### src/rtl/core/cva_pkg.sv
package cva_pkg;

  localparam int IN_W            = 16;
  localparam int ANGLE_W         = 16;
  localparam int PRESCALE_SHIFT  = 10;
  localparam int DATA_W          = 28;
  localparam int ITERATIONS      = 15;
  localparam int ANGLE_FRAC_BITS = 14;
  localparam int TABLE_LEN       = 15;
  localparam int TABLE_FRAC      = 30;
  localparam int IDX_W           = $clog2(TABLE_LEN);

  // atan(2^-i) at 2^30 scale
  localparam logic [31:0] ATAN_Q30 [TABLE_LEN] = '{
    32'd843314856, 32'd497837829, 32'd263043836, 32'd133525158, 32'd67021686,
    32'd33543515,  32'd16775850,  32'd8388437,   32'd4194282,   32'd2097149,
    32'd1048575,   32'd524287,    32'd262143,    32'd131071,    32'd65535
  };

  typedef struct packed {
    logic signed [DATA_W-1:0] x;
    logic signed [DATA_W-1:0] y;
    logic [ANGLE_W-1:0]       sum;
  } cva_item_t;

  // Step angle for rotation idx, truncated to the output scale.
  function automatic logic [ANGLE_W-1:0] step_angle(input logic [IDX_W-1:0] idx);
    logic [31:0] v;
    v = ATAN_Q30[idx] >> (TABLE_FRAC - ANGLE_FRAC_BITS);
    return v[ANGLE_W-1:0];
  endfunction

endpackage

### src/rtl/core/cva_cell.sv
module cva_cell (
  input  logic                      clk,
  input  logic                      rst,
  input  logic [cva_pkg::IDX_W-1:0] stage_idx,
  input  logic                      up_valid,
  input  cva_pkg::cva_item_t        up_item,
  output logic                      up_ready,
  output logic                      valid,
  output cva_pkg::cva_item_t        item,
  input  logic                      down_ready
);
  import cva_pkg::*;

  logic signed [DATA_W-1:0] xs;
  logic signed [DATA_W-1:0] ys;
  logic                     y_pos;
  cva_item_t                item_next;

  assign up_ready = !valid || down_ready;

  // Rotate toward y = 0; y of zero counts as non-positive.
  always_comb begin
    xs    = up_item.x >>> stage_idx;
    ys    = up_item.y >>> stage_idx;
    y_pos = !up_item.y[DATA_W-1] && (up_item.y != '0);
    if (y_pos) begin
      item_next.x   = up_item.x + ys;
      item_next.y   = up_item.y - xs;
      item_next.sum = up_item.sum + step_angle(stage_idx);
    end else begin
      item_next.x   = up_item.x - ys;
      item_next.y   = up_item.y + xs;
      item_next.sum = up_item.sum - step_angle(stage_idx);
    end
  end

  always_ff @(posedge clk) begin
    if (rst) begin
      valid <= 1'b0;
    end else if (up_ready) begin
      valid <= up_valid;
    end
  end

  always_ff @(posedge clk) begin
    if (up_ready && up_valid) begin
      item <= item_next;
    end
  end

endmodule

### src/rtl/core/cordic_vector_angle.sv
// CORDIC vectoring-mode angle of a signed (x, y) vector.
// Stages: ITERATIONS (15) register stages; the angle is the sum held in the last cell.
// Throughput: one item per cycle while angle_stall is low; one pipeline cell per rotation, and each cell
//   holds its item until the next cell frees, so stalls only back up full cells.
// Reset: rst clears every cell's valid bit; in-flight items are dropped.
module cordic_vector_angle (
  input  logic                              clk,
  input  logic                              rst,
  input  logic signed [cva_pkg::IN_W-1:0]   x_component,
  input  logic signed [cva_pkg::IN_W-1:0]   y_component,
  input  logic                              vec_valid,
  output logic                              vec_stall,
  output logic signed [cva_pkg::ANGLE_W-1:0] angle,
  output logic                              angle_valid,
  input  logic                              angle_stall
);
  import cva_pkg::*;

  // Chain links: entry k feeds cell k, entry ITERATIONS is the pipeline output.
  cva_item_t chain_item  [ITERATIONS+1];
  logic      chain_valid [ITERATIONS+1];
  logic      chain_ready [ITERATIONS+1];

  // Prescale by 1024 into the wide datapath, start with a zero angle sum.
  assign chain_valid[0]    = vec_valid;
  assign chain_item[0].x   = {{(DATA_W-IN_W-PRESCALE_SHIFT){x_component[IN_W-1]}},
                              x_component, {PRESCALE_SHIFT{1'b0}}};
  assign chain_item[0].y   = {{(DATA_W-IN_W-PRESCALE_SHIFT){y_component[IN_W-1]}},
                              y_component, {PRESCALE_SHIFT{1'b0}}};
  assign chain_item[0].sum = '0;
  assign vec_stall         = !chain_ready[0];

  // One cell per rotation; the stage number selects shift and step angle.
  for (genvar k = 0; k < ITERATIONS; k++) begin : g_cell
    cva_cell u_cell (
      .clk        (clk),
      .rst        (rst),
      .stage_idx  (IDX_W'(k)),
      .up_valid   (chain_valid[k]),
      .up_item    (chain_item[k]),
      .up_ready   (chain_ready[k]),
      .valid      (chain_valid[k+1]),
      .item       (chain_item[k+1]),
      .down_ready (chain_ready[k+1])
    );
  end

  // Last cell doubles as the output register.
  assign chain_ready[ITERATIONS] = !angle_stall;
  assign angle_valid             = chain_valid[ITERATIONS];
  assign angle                   = chain_item[ITERATIONS].sum;

  // A free-running output never pushes back on the input.
  a_no_stall_through: assert property (@(posedge clk) disable iff (rst)
    !angle_stall |-> !vec_stall)
    else $error("input stalled while output is free");

  // Reset empties the pipeline.
  a_reset_empty: assert property (@(posedge clk)
    rst |=> !angle_valid)
    else $error("result valid right after reset");

  // Input back-pressure only once the first cell is full and cannot drain.
  a_stall_cause: assert property (@(posedge clk) disable iff (rst)
    vec_stall |-> (chain_valid[1] && !chain_ready[1]))
    else $error("input stalled with first cell free");

endmodule
### config.mk
export PLATFORM = sky130hd
export DESIGN_NAME = cordic_vector_angle
export DESIGN_NICKNAME = d
export VERILOG_FILES = /design/src/rtl/core/cva_pkg.sv /design/src/rtl/core/cva_cell.sv /design/src/rtl/core/cordic_vector_angle.sv
export SDC_FILE = /design/constraint.sdc
export NUM_CORES = 2
export LEC_CHECK = 0
export BUFFER_PORTS_ARGS = -buffer_cell sky130_fd_sc_hd__buf_4
export CAP_MARGIN = 20
export CORE_ASPECT_RATIO = 0.8
export CORE_MARGIN = 8
export CORE_UTILIZATION = 35
export CTS_CLUSTER_DIAMETER = 50
export DETAILED_ROUTE_END_ITERATION = 12
export HOLD_SLACK_MARGIN = 0.08
export PLACE_DENSITY = 0.51
export SLEW_MARGIN = 20
export SYNTH_ARGS = -nofsm -noshare
export SYNTH_HDL_FRONTEND = slang
export SYNTH_SLANG_ARGS = --single-unit
### constraint.sdc
create_clock -name clk -period 18.9 [get_ports clk]
set_input_delay 3.78 -clock clk [delete_from_list [all_inputs] [get_ports clk]]
set_output_delay 3.78 -clock clk [all_outputs]
set_load 0.03 [all_outputs]
# [After elaboration in Yosys (flattened, before gate mapping)]
# Index checks and enable logic that the tools add are counted.
# W data, S select, Z words.
[totals] regBits=983 latch_bits=0 mem_bits_rw=0 mem_bits_ro=0 input_bits=36 wordCells=240 memories=0
[op_classes] addsub=81 multipliers=0 div=0 magnitude_cmp=0 n_eq_ne=0 shift=0 muxes=14 bitwise_logic=0 reduce_logical=89
[op_table] operator="$mux W72" count=14
[op_table] operator="$reduce_bool A28 Y1" count=14
[op_table] operator="$add A28 B15 Y28" count=2
[op_table] operator="$add A28 B16 Y28" count=2
[op_table] operator="$add A28 B17 Y28" count=2
[op_table] operator="$add A28 B18 Y28" count=2
[op_table] operator="$add A28 B19 Y28" count=2
[op_table] operator="$add A28 B20 Y28" count=2
[op_table] operator="$add A28 B21 Y28" count=2
[op_table] operator="$add A28 B22 Y28" count=2
[op_table] operator="$add A28 B23 Y28" count=2
[op_table] operator="$add A28 B24 Y28" count=2
[op_table] operator="$add A28 B25 Y28" count=2
[op_table] operator="$add A28 B26 Y28" count=2
[op_table] operator="$add A28 B27 Y28" count=2
[op_table] operator="$sub A28 B15 Y28" count=2
[op_table] operator="$sub A28 B16 Y28" count=2
[op_table] operator="$sub A28 B17 Y28" count=2
[op_table] operator="$sub A28 B18 Y28" count=2
[op_table] operator="$sub A28 B19 Y28" count=2
[op_table] operator="$sub A28 B20 Y28" count=2
[op_table] operator="$sub A28 B21 Y28" count=2
[op_table] operator="$sub A28 B22 Y28" count=2
[op_table] operator="$sub A28 B23 Y28" count=2
[op_table] operator="35 further kinds" count=112

# [Longest topological paths before layout]
[logic_depth] ltp_word=17 depth_mapped=24 ltp_nobuf=22

# [Cells and area by module]
# Synthesis repeated with hierarchy kept, for this count alone.
[unflattened] hier_cells=16604 area_unflattened_um2=154280.5
[by_module_without_submodules] module="cva_cell (g_cell[13].u_cell ...)" instances=5 cells_per_inst=1107 area_each_um2=10206.0 seq_area_each_um2=2182.1
[by_module_without_submodules] module="cva_cell (g_cell[5].u_cell ...)" instances=2 cells_per_inst=1178 area_each_um2=10649.0 seq_area_each_um2=2182.1
[by_module_without_submodules] module="cva_cell (g_cell[7].u_cell)" instances=1 cells_per_inst=1134 area_each_um2=10541.4 seq_area_each_um2=2182.1
[by_module_without_submodules] module="cva_cell (g_cell[0].u_cell)" instances=1 cells_per_inst=1109 area_each_um2=10448.8 seq_area_each_um2=2182.1
[by_module_without_submodules] module="cva_cell (g_cell[8].u_cell)" instances=1 cells_per_inst=1128 area_each_um2=10317.4 seq_area_each_um2=2182.1
[by_module_without_submodules] module="cva_cell (g_cell[11].u_cell)" instances=1 cells_per_inst=1088 area_each_um2=10194.8 seq_area_each_um2=2182.1
[by_module_without_submodules] module="cva_cell (g_cell[10].u_cell)" instances=1 cells_per_inst=1070 area_each_um2=10167.3 seq_area_each_um2=2182.1
[by_module_without_submodules] module="cva_cell (g_cell[4].u_cell)" instances=1 cells_per_inst=1052 area_each_um2=10109.7 seq_area_each_um2=2182.1
[by_module_without_submodules] module="cva_cell (g_cell[9].u_cell)" instances=1 cells_per_inst=1065 area_each_um2=10097.2 seq_area_each_um2=2182.1
[by_module_without_submodules] module="cva_cell (g_cell[12].u_cell)" instances=1 cells_per_inst=1063 area_each_um2=10060.9 seq_area_each_um2=2182.1
[by_module_without_submodules] module="cordic_vector_angle" instances=1 cells_per_inst=4 area_each_um2=15.0 seq_area_each_um2=0.0

# [Least setup slack after synthesis]
# OpenSTA, ideal clock, no wires.
[synth_path] path_type="input port to flip-flop" start="in angle_stall" end="reg g_cell[7].u_cell.item[10] (netlist name) (enable)" t_arrival_ps=9319 setup_slack_ps=8972 stages=4 n_path_buf=0 path_cell_list="nand2_1 > nor2_1 > and3_1 > a21boi_0"
[synth_between] elab_chain_cells=10
[synth_lines] element="start, declared" line_no="cordic_vector_angle.sv:15" text="input logic angle_stall"
[synth_lines] element="$logic_not A1 Y1" line_no="cordic_vector_angle.sv:49" text="assign chain_ready[ITERATIONS] = !angle_stall;"
[synth_lines] element="$logic_or A1 B1 Y1 (8 in series)" line_no="cva_cell.sv:19" text="assign up_ready = !valid || down_ready;"
[synth_lines] element="$logic_and A1 B1 Y1" line_no="cva_cell.sv:46" text="if (up_ready && up_valid) begin"
[synth_lines] element="end signal, assigned" line_no="cva_cell.sv:47" text="item <= item_next;"
[synth_lines] element="end, declared" line_no="cva_cell.sv:9" text="output cva_pkg::cva_item_t item,"
# Every way passes these cells.
# A chain may end at the register's enable or synchronous reset.

# [Worst setup path in the final report]
[layout_path] start="in angle_stall" end="out vec_stall"
[layout_between] elab_chain_cells=17
[layout_lines] element="$logic_not A1 Y1" line_no="cordic_vector_angle.sv:49"
[layout_lines] element="$logic_or A1 B1 Y1 (15 in series)" line_no="cva_cell.sv:19"
[layout_lines] element="$logic_not A1 Y1" line_no="cordic_vector_angle.sv:31" text="assign vec_stall = !chain_ready[0];"
[layout_lines] element="end, declared" line_no="cordic_vector_angle.sv:12" text="output logic vec_stall,"
# Every way passes these cells.

==> flow_metrics.env <==
export IMPL_outcome="finished, final reports clean"
export IMPL_powerDensity_nw_per_um2=73.3
export IMPL_top_layer_used="met5"
export IMPL_place_ws_ns=9.03
export IMPL_synth_cell_types=82
export IMPL_ant_nets=0
export IMPL_critical_path_required_ns=15.12
export IMPL_track_usage_pct=16.0
export IMPL_cp_start_kind="primary input"
export IMPL_ys_flop_type="edfxtp_1"
export IMPL_wl_mm=181
export IMPL_synth_cells=7334
export IMPL_ir_drop_mv=0.0717
export IMPL_setup_tns_ns=0
export IMPL_worst_slack_ns=9.05
export IMPL_synth_edf_count=833
export IMPL_grt_pass1_vias=51777
export IMPL_report_final_slew_viol_count=0
export IMPL_ios=54
export IMPL_place_hpwl_mm=144
export IMPL_finalCriticalPeriod_ns=9.85
export IMPL_slowest_delay_ns=0.40
export IMPL_drive_above_1_share_pct=5.00
export IMPL_wl_per_cell_um=17.7
export IMPL_postCtsHoldBufs=0
export IMPL_avgSynthCellArea_sq_um=9.62
export IMPL_start_util_pct=35.2
export IMPL_worstHoldStart="g_cell[13].u_cell.item[13]$_DFFE_PP_"
export IMPL_drt_pre_antenna_iters=6
export IMPL_critPathTopFamily="simple AND/OR/NAND/NOR gates"
export IMPL_gr_total_overflow=0
export IMPL_r2r_start="g_cell[3].u_cell.item[20]$_DFFE_PP_"
export IMPL_ys_ff_latch=848
export IMPL_crit_path_max_fanout=5
export IMPL_fillers=19897
export IMPL_hp_class="register to register"
export IMPL_die_w_um=518
export IMPL_seq_area_sq_um=25300
export IMPL_port_buffers=52
export IMPL_p_leak_nw=30.4
export IMPL_postCtsSetupBuffers=0
export IMPL_utilization_pct=39.0
export IMPL_hold_viol=0
export IMPL_cp_end_kind="output pin"
export IMPL_cts_buffers=107
export IMPL_antenna_found_initial=4
export IMPL_hold_slack_ns=0.418
export IMPL_drtIter0Drc=3987
export IMPL_clock_fmax_mhz=102
export IMPL_hold_depth=0
export IMPL_cts_num_sinks=848
export IMPL_cts_repair_resized=0
export IMPL_drv_cap=0
export IMPL_worstHoldEndpoint="g_cell[14].u_cell.item[13]$_DFFE_PP_"
export IMPL_seq_area_frac_synth_pct=35.9
export IMPL_grt_max_degree=72
export IMPL_clk_path_buf_depth=3
export IMPL_path_buf_inv=3
export IMPL_tightest_slew_ns=1.16
export IMPL_multi_input_comb_area_sq_um=43600
export IMPL_fp_coreArea_sq_um=200000
export IMPL_post_route_drc_count=0
export IMPL_clkTransAtPathRegs_ns=0.06
export IMPL_wl_met3_mm=9.07
export IMPL_r2r_setup_slack_ns=11.72
export IMPL_ff2ff_path_depth=22
export IMPL_rows=147
export IMPL_syn_area_sq_um=70500
export IMPL_ys_async_sr_fraction_pct=0
export IMPL_cp_depth=10
export IMPL_r2r_end="g_cell[4].u_cell.item[70]$_DFFE_PP_"
export IMPL_wl_met2_mm=75.9
export IMPL_synth_warning_count=0
export IMPL_wirelength_met1_mm=92.4
export IMPL_ctsRootBufferMaster="clkbuf_16"
export IMPL_grt_first_pass_wirelength_mm=286
export IMPL_vias_per_cell=5.34
export IMPL_worstSkewPairLatency_ns=0.75
export IMPL_synthToLayoutAreaGrowth_pct=10.7
export IMPL_die_y_um=417
export IMPL_fin_skew_ns=0.0240
export IMPL_gp_congestion=0.883
export IMPL_slowest_stage="and3_1"
export IMPL_worst_path_most_repeated_cell="and3_1"
export IMPL_rsz0062_at_grt="no"
export IMPL_finalCritPeriodShare_pct=52.1
export IMPL_cp_cell_sequence="buf_4 > nand2_1 > nor2_1 > and3_1 > and3_1 > and3_1 > and4_1 > nand2_1 > inv_1 > buf_4"
export IMPL_cp_arrival_ns=6.07
export IMPL_htreeDepth=3
export IMPL_cts_tree="built"
export IMPL_layout_nets=8329
export IMPL_num_vias=54588
export IMPL_maxSlewHeadroom_pct=21.7
export IMPL_path_class="primary input to output pin"
export IMPL_die_area_sq_um=216000
export IMPL_setup_violations=0
==> worst max-delay path by stage <==
| stage | from | end |
|---|---|---|
| floorplan | angle_stall | g_cell[7].u_cell.item[10]$_DFFE_PP_ |
| global route | angle_stall | vec_stall |
| detailed placement | angle_stall | vec_stall |
| CTS | angle_stall | vec_stall |
| global placement | angle_stall | vec_stall |
| finish | angle_stall | vec_stall |
==> kinds of logic (layout without fill, tap and decap cells) <==
| logic type | after synthesis | after routing | synth area share, % |
|---|---|---|---|
| xor gates and xnor gates | 1052 | 1052 | 13.1 |
| DFF | 848 | 848 | 35.9 |
| muxes | 47 | 47 | 0.672 |
| adders and majority gates | 843 | 843 | 15.3 |
| AOI/OAI and AO/OA | 2020 | 2020 | 18.3 |
| other | 1 | 36 | 0.00532 |
| and+or+nand+nor | 2057 | 2057 | 14.2 |
| buffers and inverters | 466 | 643 | 2.57 |
==> flip-flops by register name (all words and copies together), names as in the netlist <==
name and count:
g_cell.u_cell.valid 15, g_cell.u_cell.item 833
==> per-layer routing <==
metal	track usage [%]	vias to the layer above
li1	-	27433
met1	23.8	25858
met2	24.3	1069
met3	2.64	222
met4	3.34	6
met5	0	-
==> cells in the mapped netlist (all sizes together), types with 16 or more instances <==
cell type,instances,area share (%)
o21a,109,1.2
mux2i,44,0.62
fa,30,0.85
a41oi,19,0.24
nor3,236,1.7
o31ai,105,1.1
a31o,27,0.34
edfxtp,833,35
o21bai,108,1.2
o211ai,45,0.48
xnor2,730,9.1
nand4,53,0.47
inv,347,1.8
clkbuf,83,0.44
nand2b,94,0.83
a2111oi,16,0.20
o311ai,17,0.21
nand3,119,0.84
nor4,88,0.78
or4,47,0.51
a21o,232,2.5
or2,24,0.21
or3,60,0.53
nor2b,109,0.97
nor2,635,3.4
a21oi,641,4.5
a31oi,52,0.46
nand2,420,2.2
ha,813,14
buf,32,0.26
o41ai,40,0.50
o21ai,374,2.7
and2,42,0.37
a21boi,36,0.38
a211oi,64,0.68
and3,60,0.53
xor2,322,4.0
nand3b,16,0.17
==> stage by stage <==
step                cells  power (mW)  area (sq um)
finish              10228        5.72         78100
CTS                 10220        5.79         78000
floorplan            7364        3.31         70600
global placement    10020        3.61         74300
global route        10228        6.04         78100
detailed placement  10020        3.62         74300
==> power by group <==
group / switching (mW) / total, mW / internal [mW]
registers: 0.0895 / 2.30 / 2.21
clock network: 0.882 / 2.14 / 1.25
logic: 0.719 / 1.29 / 0.569
total: 1.69 / 5.72 / 4.03
==> worst reg2reg max path, cell delays in order (launching register included) <==
cell       delay, ns
edfxtp_1        0.54
inv_1           0.18
ha_1            0.26
nor3b_1         0.64
nand4_1         0.47
o21ai_2         0.24
buf_4           0.42
inv_1           0.11
buf_4           0.25
a21oi_1         0.21
xor2_1          0.21
inv_1           0.09
fa_1            0.43
nor2b_1         0.14
o21a_1          0.14
o21ai_0         0.16
a211oi_1        0.55
o31ai_1         0.20
a2111oi_0       0.66
nor3_1          0.16
o41ai_1         0.56
a21oi_1         0.16
xnor2_1         0.16
==> cells in the final DEF, fill, tap and decap left out, types with 19 or more instances in the layout <==
cell type	n
ha_1	813
nand2b_1	94
nor3_1	236
nor2_1	632
o21ai_0	370
or4_1	45
and3_1	60
nand3_1	119
xor2_1	322
nor4_1	88
a21boi_0	33
mux2i_1	44
a41oi_1	19
nor2b_1	102
a31oi_1	52
edfxtp_1	833
or2_2	24
conb_1	31
o21bai_1	106
clkbuf_16	107
buf_4	89
a21oi_1	641
and2_1	41
a21o_1	232
a211oi_1	64
or3_1	60
o31ai_1	104
nand4_1	53
inv_1	344
a31o_2	27
nand2_1	420
o41ai_1	40
xnor2_1	730
o21a_1	109
fa_1	30
o211ai_1	45
==> cell type report <==
type                       count  share of cell area (%)
antenna                        5                  0.0160
clock buffer                 116                    3.47
clock inverter                84                    1.32
inverter                     351                    1.69
multi-input combinational   6050                    55.9
sequential                   848                    32.4
tap                         2682                    4.30
timing repair buffer          92                   0.936
(Power assumes the default switching activity.)
